[src/hdl/lkt_pkg.sv]
// Package: item types, register constants and cell control for the LRU key tracker.
`default_nettype none

package lkt_pkg;

	localparam int KEY_W = 32;
	localparam int CFG_W = 5;

	localparam logic [CFG_W-1:0] CAP_RESET = 5'd16;

	localparam logic KIND_ACCESS = 1'b0;
	localparam logic KIND_DUMP   = 1'b1;

	typedef struct packed {
		logic                    kind;
		logic signed [KEY_W-1:0] key;
	} lkt_in_t;

	typedef struct packed {
		logic                    hit;
		logic                    evicted_valid;
		logic signed [KEY_W-1:0] evicted_key;
		logic                    entry_valid;
		logic signed [KEY_W-1:0] entry_key;
		logic                    last;
	} lkt_out_t;

	typedef enum logic [1:0] {
		OP_HOLD,
		OP_TAKE_PREV,
		OP_TAKE_NEXT,
		OP_TAKE_WRAP
	} lkt_op_t;

	typedef struct packed {
		lkt_op_t op;
		logic    occupied;
	} lkt_cell_ctl_t;

endpackage

`default_nettype wire

[src/hdl/lkt_cell.sv]
// One position of the recency chain: holds a key, compares it, takes a neighbor's key.
`default_nettype none

module lkt_cell (
	input  wire                      clk,
	input  lkt_pkg::lkt_cell_ctl_t   ctl,
	input  wire [lkt_pkg::KEY_W-1:0] prev_key,
	input  wire [lkt_pkg::KEY_W-1:0] next_key,
	input  wire [lkt_pkg::KEY_W-1:0] wrap_key,
	input  wire [lkt_pkg::KEY_W-1:0] probe,
	output logic [lkt_pkg::KEY_W-1:0] key,
	output logic                      match
);

	import lkt_pkg::*;

	logic [KEY_W-1:0] key_q;

	always_ff @(posedge clk) begin
		unique case (ctl.op)
			OP_TAKE_PREV: key_q <= prev_key;
			OP_TAKE_NEXT: key_q <= next_key;
			OP_TAKE_WRAP: key_q <= wrap_key;
			default:      key_q <= key_q;
		endcase
	end

	assign key   = key_q;
	// only a position inside the occupied part of the list can hit
	assign match = ctl.occupied && (key_q == probe);

endmodule

`default_nettype wire

[src/hdl/lru_key_tracker.sv]
// Top level of the LRU key tracker: occupancy, dump sequencing and the cell chain.
`default_nettype none

// Channel  Handshake          Payload          Moves
// req      req_valid/stall    lkt_in_t         access or dump item in
// rsp      rsp_valid/stall    lkt_out_t        one result item out
// cfg      cfg_valid/ready    cfg_data[4:0]    capacity_in_use write
//
// For an access item all cells compare the key in parallel, the chain shifts
// once and the result lands in the output register.
// A dump item reads cell 0 out and rotates the occupied part of the chain one
// place per cycle unless rsp stalls; one result per entry (one if empty).
// Reset clears occupancy, the dump sequencer and the output valid; capacity
// returns to 16. Cell keys are not reset.
// While rsp is stalled with a result held, req is stalled and the dump pauses.

module lru_key_tracker #(
	parameter int MAX_ENTRIES = 16
) (
	input  wire                          clk,
	input  wire                          arst_n,
	input  wire                          req_valid,
	output logic                         req_stall,
	input  lkt_pkg::lkt_in_t             req,
	output logic                         rsp_valid,
	input  wire                          rsp_stall,
	output lkt_pkg::lkt_out_t            rsp,
	input  wire                          cfg_valid,
	output logic                         cfg_ready,
	input  wire [lkt_pkg::CFG_W-1:0]     cfg_data
);

	import lkt_pkg::*;

	// occupancy counts up to MAX_ENTRIES inclusive
	localparam int OCC_W = $clog2(MAX_ENTRIES + 1);
	localparam int CMP_W = (OCC_W > CFG_W) ? OCC_W : CFG_W;

	typedef enum logic {
		ST_IDLE,
		ST_DUMP
	} state_t;

	state_t             state_q;
	logic [OCC_W-1:0]   occ_q;
	logic [OCC_W-1:0]   remain_q;
	logic [CFG_W-1:0]   cap_q;
	logic               rsp_valid_q;
	lkt_out_t           rsp_q;

	logic [KEY_W-1:0]    cell_key [MAX_ENTRIES];
	lkt_cell_ctl_t       cell_ctl [MAX_ENTRIES];
	logic [MAX_ENTRIES-1:0] match;

	logic               load_ok;
	logic               take;
	logic               do_access;
	logic               do_dump;
	logic               dump_step;
	logic               rotate;
	logic               hit;
	logic               full;
	logic [OCC_W-1:0]   hit_idx;
	logic [OCC_W-1:0]   last_idx;
	logic [OCC_W-1:0]   pos;
	logic [KEY_W-1:0]   tail_key;
	logic [CMP_W-1:0]   cap_eff;
	logic [CMP_W-1:0]   cap_ext;
	logic [CMP_W-1:0]   max_ext;
	lkt_out_t           rsp_d;
	logic               emit;

	// --- handshakes -------------------------------------------------------
	// the output register can take a new result when empty or being drained
	assign load_ok   = !rsp_valid_q || !rsp_stall;
	assign req_stall = (state_q != ST_IDLE) || !load_ok;
	assign take      = req_valid && !req_stall;
	assign do_access = take && (req.kind == KIND_ACCESS);
	assign do_dump   = take && (req.kind == KIND_DUMP);
	assign dump_step = (state_q == ST_DUMP) && load_ok;
	// rotate the occupied part once per dumped entry; occ rotations restore order
	assign rotate    = (do_dump && (occ_q != '0)) || dump_step;
	assign cfg_ready = 1'b1;

	// --- capacity clamp: zero acts as one, above the chain length as the length
	assign cap_ext = CMP_W'(cap_q);
	assign max_ext = CMP_W'(MAX_ENTRIES);
	always_comb begin
		if (cap_q == '0) begin
			cap_eff = CMP_W'(1);
		end else if (cap_ext > max_ext) begin
			cap_eff = max_ext;
		end else begin
			cap_eff = cap_ext;
		end
	end
	assign full = CMP_W'(occ_q) >= cap_eff;

	// --- match encode and tail read ---------------------------------------
	// keys in the list are distinct, so at most one match bit is set
	assign last_idx = occ_q - OCC_W'(1);
	assign hit      = |match;

	always_comb begin
		hit_idx  = '0;
		tail_key = '0;
		for (int i = 0; i < MAX_ENTRIES; i++) begin
			if (match[i]) begin
				hit_idx = hit_idx | OCC_W'(i);
			end
			if (last_idx == OCC_W'(i)) begin
				tail_key = tail_key | cell_key[i];
			end
		end
	end

	// last position that takes its left neighbor on an access:
	// the hit position, or the tail on a full miss, or one past it otherwise
	always_comb begin
		if (hit) begin
			pos = hit_idx;
		end else if (full) begin
			pos = last_idx;
		end else begin
			pos = occ_q;
		end
	end

	// --- cell chain -------------------------------------------------------
	for (genvar i = 0; i < MAX_ENTRIES; i++) begin : g_cell
		logic [KEY_W-1:0] prev_k;
		logic [KEY_W-1:0] next_k;

		if (i == 0) begin : g_head
			assign prev_k = req.key;
		end else begin : g_body
			assign prev_k = cell_key[i-1];
		end

		if (i == MAX_ENTRIES - 1) begin : g_end
			assign next_k = cell_key[i];
		end else begin : g_mid
			assign next_k = cell_key[i+1];
		end

		always_comb begin
			cell_ctl[i].occupied = OCC_W'(i) < occ_q;
			if (do_access && (OCC_W'(i) <= pos)) begin
				cell_ctl[i].op = OP_TAKE_PREV;
			end else if (rotate && (OCC_W'(i) == last_idx)) begin
				cell_ctl[i].op = OP_TAKE_WRAP;
			end else if (rotate && (OCC_W'(i) < last_idx)) begin
				cell_ctl[i].op = OP_TAKE_NEXT;
			end else begin
				cell_ctl[i].op = OP_HOLD;
			end
		end

		lkt_cell u_cell (
			.clk      (clk),
			.ctl      (cell_ctl[i]),
			.prev_key (prev_k),
			.next_key (next_k),
			.wrap_key (cell_key[0]),
			.probe    (req.key),
			.key      (cell_key[i]),
			.match    (match[i])
		);
	end

	// --- next result ------------------------------------------------------
	always_comb begin
		rsp_d = '0;
		emit  = 1'b0;
		if (do_access) begin
			emit               = 1'b1;
			rsp_d.hit          = hit;
			rsp_d.evicted_valid = !hit && full;
			rsp_d.evicted_key  = (!hit && full) ? tail_key : '0;
			rsp_d.last         = 1'b1;
		end else if (do_dump) begin
			emit              = 1'b1;
			rsp_d.entry_valid = occ_q != '0;
			rsp_d.entry_key   = (occ_q != '0) ? cell_key[0] : '0;
			rsp_d.last        = occ_q <= OCC_W'(1);
		end else if (dump_step) begin
			emit              = 1'b1;
			rsp_d.entry_valid = 1'b1;
			rsp_d.entry_key   = cell_key[0];
			rsp_d.last        = remain_q == OCC_W'(1);
		end
	end

	// payload register: load with each emitted result
	always_ff @(posedge clk) begin
		if (emit) begin
			rsp_q <= rsp_d;
		end
	end

	// control state, occupancy, capacity and output valid
	always_ff @(posedge clk or negedge arst_n) begin
		if (!arst_n) begin
			state_q     <= ST_IDLE;
			occ_q       <= '0;
			remain_q    <= '0;
			cap_q       <= CAP_RESET;
			rsp_valid_q <= 1'b0;
		end else begin
			if (cfg_valid && cfg_ready) begin
				cap_q <= cfg_data;
			end

			if (emit) begin
				rsp_valid_q <= 1'b1;
			end else if (!rsp_stall) begin
				rsp_valid_q <= 1'b0;
			end

			// a miss that does not evict grows the list
			if (do_access && !hit && !full) begin
				occ_q <= occ_q + OCC_W'(1);
			end

			unique case (state_q)
				ST_IDLE: begin
					if (do_dump && (occ_q > OCC_W'(1))) begin
						state_q  <= ST_DUMP;
						remain_q <= last_idx;
					end
				end
				ST_DUMP: begin
					if (dump_step) begin
						remain_q <= remain_q - OCC_W'(1);
						if (remain_q == OCC_W'(1)) begin
							state_q <= ST_IDLE;
						end
					end
				end
				default: state_q <= ST_IDLE;
			endcase
		end
	end

	assign rsp_valid = rsp_valid_q;
	assign rsp       = rsp_q;

endmodule

`default_nettype wire
[config.mk]
export PLATFORM = sky130hd
export DESIGN_NAME = lru_key_tracker
export DESIGN_NICKNAME = d
export VERILOG_FILES = /design/src/hdl/lkt_pkg.sv /design/src/hdl/lkt_cell.sv /design/src/hdl/lru_key_tracker.sv
export SDC_FILE = /design/constraint.sdc
export NUM_CORES = 2
export LEC_CHECK = 0
export BUFFER_PORTS_ARGS = -buffer_cell sky130_fd_sc_hd__buf_4
export CAP_MARGIN = 20
export CELL_PAD_IN_SITES_DETAIL_PLACEMENT = 0
export CELL_PAD_IN_SITES_GLOBAL_PLACEMENT = 1
export CORE_UTILIZATION = 45
export DETAILED_ROUTE_END_ITERATION = 7
export HOLD_SLACK_MARGIN = 0.12
export PLACE_DENSITY_LB_ADDON = 0.05
export SETUP_SLACK_MARGIN = 0.05
export SYNTH_ARGS = -nofsm -noshare
export SYNTH_HDL_FRONTEND = slang
export SYNTH_HIERARCHICAL = 1
export SYNTH_SLANG_ARGS = --single-unit
[constraint.sdc]
create_clock -name clk -period 11.93 [get_ports clk]
set_clock_uncertainty 0.2 [all_clocks]
set_input_delay 1.193 -clock clk [delete_from_list [all_inputs] [get_ports clk]]
set_output_delay 1.193 -clock clk [all_outputs]
set_load 0.01 [all_outputs]
# Word level (Yosys, flattened, before mapping)
# Index checks and enable logic that the tools add are counted.
[totals] reg_bits=597 out_inout_bits=71 elab_cells=414
[classes] n_addsub=3 magnitude_cmp=52 n_eq_ne=96 n_mux=114 bitwise=17 n_reduce_logical=105
[op_table] op="$pmux W32 S3" n=13
[op_table] op="$mux W32" n=17
[op_table] op="$eq A32 B32 Y1" n=16
[op_table] op="$or A32 B32 Y32" n=15
[op_table] op="$pmux W32 S2" n=3
[op_table] op="$mux W2" n=50
[op_table] op="$lt A4 B5 Y1 const A" n=16
[op_table] op="$logic_and A1 B1 Y1" n=73
[op_table] op="$mux W34" n=2
[op_table] op="$eq A2 B2 Y1 const B" n=30
[op_table] op="$eq A4 B5 Y1 const A" n=8
[op_table] op="$eq A5 B4 Y1 const B" n=8
[op_table] op="$le A4 B5 Y1 const A" n=8
[op_table] op="$lt A3 B5 Y1 const A" n=8
[op_table] op="$reduce_bool A3 Y1" n=13
[op_table] op="$eq A2 B1 Y1 const B" n=16
[op_table] op="$mux W4" n=8
[op_table] op="$mux W5" n=6
[op_table] op="$eq A3 B5 Y1 const A" n=4
[op_table] op="$eq A5 B3 Y1 const B" n=4
[op_table] op="$le A3 B5 Y1 const A" n=4
[op_table] op="$lt A1 B5 Y1 const A" n=4
[op_table] op="$lt A2 B5 Y1 const A" n=4
[op_table] op="$reduce_or A16 Y1" n=1
[op_table] op="26 further kinds" n=56

# Longest topological paths before layout
[logic_depth] depth_word=33 mapped_depth=18 mapped_depth_nobuf=14

# Modules after synthesis
# The synthesis kept the hierarchy.
[modules_own_cells] module="lkt_cell" n_inst=16 cells_per_inst=184 area_per_inst_um2=1978.1 seq_area_each_um2=960.9
[modules_own_cells] module="lru_key_tracker" n_inst=1 cells_per_inst=901 area_per_inst_um2=7827.5 seq_area_each_um2=2468.6

# Least setup slack after synthesis
# OpenSTA, ideal clock, no wires.
[synth_path] path_type="input to register" startpoint="input rsp_stall" endpoint="register rsp_q (netlist bit rsp[0]), enable pin" arrival_ns=4.213 path_slack_ns=7.023 path_stages=2 path_buffers=0 cell_sequence="and2_1 nor2_1"
[synth_via] elab_chain_len=9
[synth_lines] item="from (decl)" line_no="lru_key_tracker.sv:26" text="input wire rsp_stall,"
[synth_lines] item="$logic_not A1 Y1 *"
[synth_lines] item="$logic_or A1 B1 Y1 *" line_no="lru_key_tracker.sv:75" text="assign load_ok = !rsp_valid_q || !rsp_stall;"
[synth_lines] item="$logic_not A1 Y1" line_no="lru_key_tracker.sv:76" text="assign req_stall = (state_q != ST_IDLE) || !load_ok;"
[synth_lines] item="$logic_or A1 B1 Y1" line_no="lru_key_tracker.sv:76"
[synth_lines] item="$logic_not A1 Y1" line_no="lru_key_tracker.sv:77" text="assign take = req_valid && !req_stall;"
[synth_lines] item="$logic_and A1 B1 Y1" line_no="lru_key_tracker.sv:77"
[synth_lines] item="$logic_and A1 B1 Y1" line_no="lru_key_tracker.sv:79" text="assign do_dump = take && (req.kind == KIND_DUMP);"
[synth_lines] item="$mux W1" line_no="lru_key_tracker.sv:181" text="end else if (do_dump) begin"
[synth_lines] item="$mux W1 *" line_no="lru_key_tracker.sv:175" text="if (do_access) begin"
[synth_lines] item="named net emit" line_no="lru_key_tracker.sv:71" text="logic emit;"
[synth_lines] item="to (signal assigned)" line_no="lru_key_tracker.sv:197" text="rsp_q <= rsp_d;"
[synth_lines] item="to (decl)" line_no="lru_key_tracker.sv:49" text="lkt_out_t rsp_q;"
# Mark *: on every way through the listed nets, which the timed path passes. The rest lies on a longest branch.
# A chain may end at the register's enable or synchronous reset.

==> impl_metrics.yaml <==
pwr:
  pwr-share-comb_pct: 49.2
  power_leakage_nw: 14.51
  swShare_pct: 51.14
  net-switching-power_mw: 8.129
  pwr-share-clk_pct: 14.0
  seqPwrFrac_pct: 36.8
  internal_power_mw: 7.768
  power.density_nw_per_um2: 360.5
  ir_drop_mv: 0.2955
timing:
  setup_viol: 0
  grt_setup_unrepaired: "no"
  fin_setup_tns_ns: 0
  finalWorstSetupSlack_ns: 5.126
  maxSlewHeadroom_pct: 15.25
  report.final.hold_viol_count: 0
  period_needed_ns: 6.804
  fmax_mhz: 147.0
  slew_viol_final: 0
  timing.final.crit_share_pct: 57.04
  worst_slew_pin_slew_ns: 1.260
placed_design:
  portBuffers: 112
  place_ws_ns: 4.875
  place_congestion: 1.050
  dp_hpwl_um: 126500
synth:
  synth_top_cell_area_share_pct: 44.12
  synth_area_leader_cell: "edfxtp_1"
  synth_common_cells: "edfxtp_1, a21oi_1, nor2_1, mux2i_1, xor2_1"
  synth_nets: 3900
  synth.area.top_cells: "edfxtp_1, mux2i_1, xor2_1"
  async_reset_ff_share_pct: 2.848
  synth.distinct_cells: 75
  synthCells: 3845
  ys_ff_latch: 597
  synth_most_common_cell: "edfxtp_1"
  postSynthAreaPerCell_um2: 10.27
  synth_area_um2: 39480
  synth_flop_cell: "edfxtp_1"
  yosys_warnings: 6
  synth-edff-count: 580
  synth.yosys.seq_area_share_pct: 45.20
cells_and_area:
  drive_gt1_share_pct: 11.07
  nets: 3928
  synthToLayoutAreaGrowth_pct: 11.70
  finalCoreUtilization_pct: 50.75
clocking:
  root_buffer: "clkbuf_16"
  clock-sinks: 597
  clock_latency_ns: 0.65
  clk_path_buf_depth: 3
  cts_buffers: 74
  cts_setup_buffers: 0
  clk_pin_slew_worst_paths_ns: 0.06
  ctsResizeCount: 0
  htree_num_levels: 3
  cts_hold_buffers: 0
  tritoncts: "yes"
grt:
  grt_pass1_wl_um: 272400
  grt_max_degree: 69
  gr-total-overflow: 0
  grt_pass1_vias: 33220
  track_usage_pct: 43.78
  antenna_found_initial: 28
worst_setup_path:
  crit_fanout: 17
  worstPathRequired_ns: 11.99
  critical_path_class: "in -> reg"
  end_kind: "flop"
  worstPathArrival_ns: 6.87
  cp-start-kind: "primary input"
outcome:
  violations: "DRC"
  status: "finished with violations"
floorplan:
  core_area_um2: 86890
  dieHeight_um: 298.2
  dieArea_um2: 88920
  die_w_um: 298.2
  start_util_pct: 45.44
  top_level_ports: 114
  rows: 108
detailed_routing:
  wl_per_cell_um: 39.12
  drc: 6
  drt_wl_total_um: 199600
  drt_iter0_drc: 6384
  via_per_inst: 6.946
  firstDrtPassIters: 8
  postRouteAntennaNets: 0
  via_count: 35440
run:
  drv_cap: 0
worst_hold_path:
  worst_hold_path_type: "in -> async"
==> placed cells by master, fill, tap and decap left out, types with 22 or more instances in the layout <==
cell type / synthesis / final
a21oi_1: 569 / 562
a222oi_1: 54 / 54
a22oi_1: 82 / 82
and2_1: 40 / 39
buf_4: 50 / 210
clkbuf_16: 0 / 79
clkinv_1: 2 / 23
edfxtp_1: 580 / 580
mux2_2: 22 / 22
mux2i_1: 534 / 534
nand2_1: 81 / 74
nand3_1: 48 / 47
nor2_1: 562 / 553
nor3_1: 27 / 27
nor4_1: 120 / 120
o21ai_0: 36 / 29
xnor2_1: 23 / 23
xor2_1: 496 / 496
==> sequential cells by signal, indices dropped and copies added (netlist names) <==
name / count
g_cell.u_cell/key: 512
rsp_valid: 1
remain_q: 5
rsp: 68
occ_q: 5
cap_ext: 5
state_q: 1
==> routing by layer <==
layer  up-vias  GRT usage (%)  wire length, um  part of all wire, %
li1      14400              -                -                    -
met1     17500          58.68            77010                   39
met2      2905          61.35            82180                   41
met3       624          14.33            27230                   14
met4        16          25.59            13080                  6.6
met5         -              0              102                0.051
==> final timing paths <==
path	start	endpoint	slack, ns	cells after the start
max in group asynchronous	arst_n	cap_ext[4]	11.04	1
min in group clk	remain_q[0]	remain_q[0]	0.32	1
hold reg to reg	remain_q[0]	remain_q[0]	0.32	1
hold / removal	arst_n	occ_q[1]	0.21	1
setup reg to reg	g_cell[0].u_cell/key[13]	g_cell[13].u_cell/key[31]	5.13	14
setup / recovery	req[27]	g_cell[13].u_cell/key[31]	5.13	15
==> power by group through the flow <==
| stage | logic, mW | registers (mW) | clock network (mW) |
|---|---|---|---|
| after floorplan | 4.47 | 5.05 | 0 |
| after global placement | 7.29 | 5.81 | 0 |
| after detailed placement | 7.42 | 5.80 | 0 |
| after CTS | 7.46 | 5.77 | 2.24 |
| after global routing | 8.09 | 5.91 | 2.31 |
| final | 7.81 | 5.85 | 2.23 |
==> kinds of logic (layout without fill, tap and decap cells) <==
logic type	Yosys count	after routing	share of synthesized area [%]
fa+ha+maj	12	12	0.3803
compound gates	911	911	14.06
xor+xnor	519	519	11.51
flops	597	597	45.20
mux	556	556	14.17
buf+inv	281	366	3.372
other cells	1	18	0.009499
simple gates	968	968	11.30
==> layout make-up <==
type                    count  area, um^2
fillers                  7941       42790
diodes                     17       42.54
flip-flops and latches    597       17840
well taps                1155        1445
clock inverters            40       261.5
clock buffers              93        2029
inverters                  18       67.56
repair buffers            215        1672
multi-input cells        2967       20740
==> per-stage QoR <==
stage / area (um^2) / hold WS (ns) / power [mW] / std cells
floorplan: 39480 / 0.2743 / 9.528 / 3845
global placement: 41660 / 0.3108 / 13.10 / 4946
CTS: 44010 / 0.1954 / 15.47 / 5083
finish: 44100 / 0.2129 / 15.90 / 5102
detailed placement: 41720 / 0.3114 / 13.22 / 4950
global route: 44080 / 0.2158 / 16.31 / 5095
==> worst max-delay path: stages <==
cell	delay [ns]
buf_4	0.28
xor2_1	0.15
nor4_1	0.83
nand4_1	0.56
nor3_2	0.39
nor4_1	0.15
and4_1	0.28
nand2_1	0.11
mux2i_1	0.12
a21oi_1	0.36
nand2b_1	0.24
o211ai_1	0.28
buf_4	0.44
or2_2	0.77
buf_4	0.56
Power figures use the tool's default switching activity.
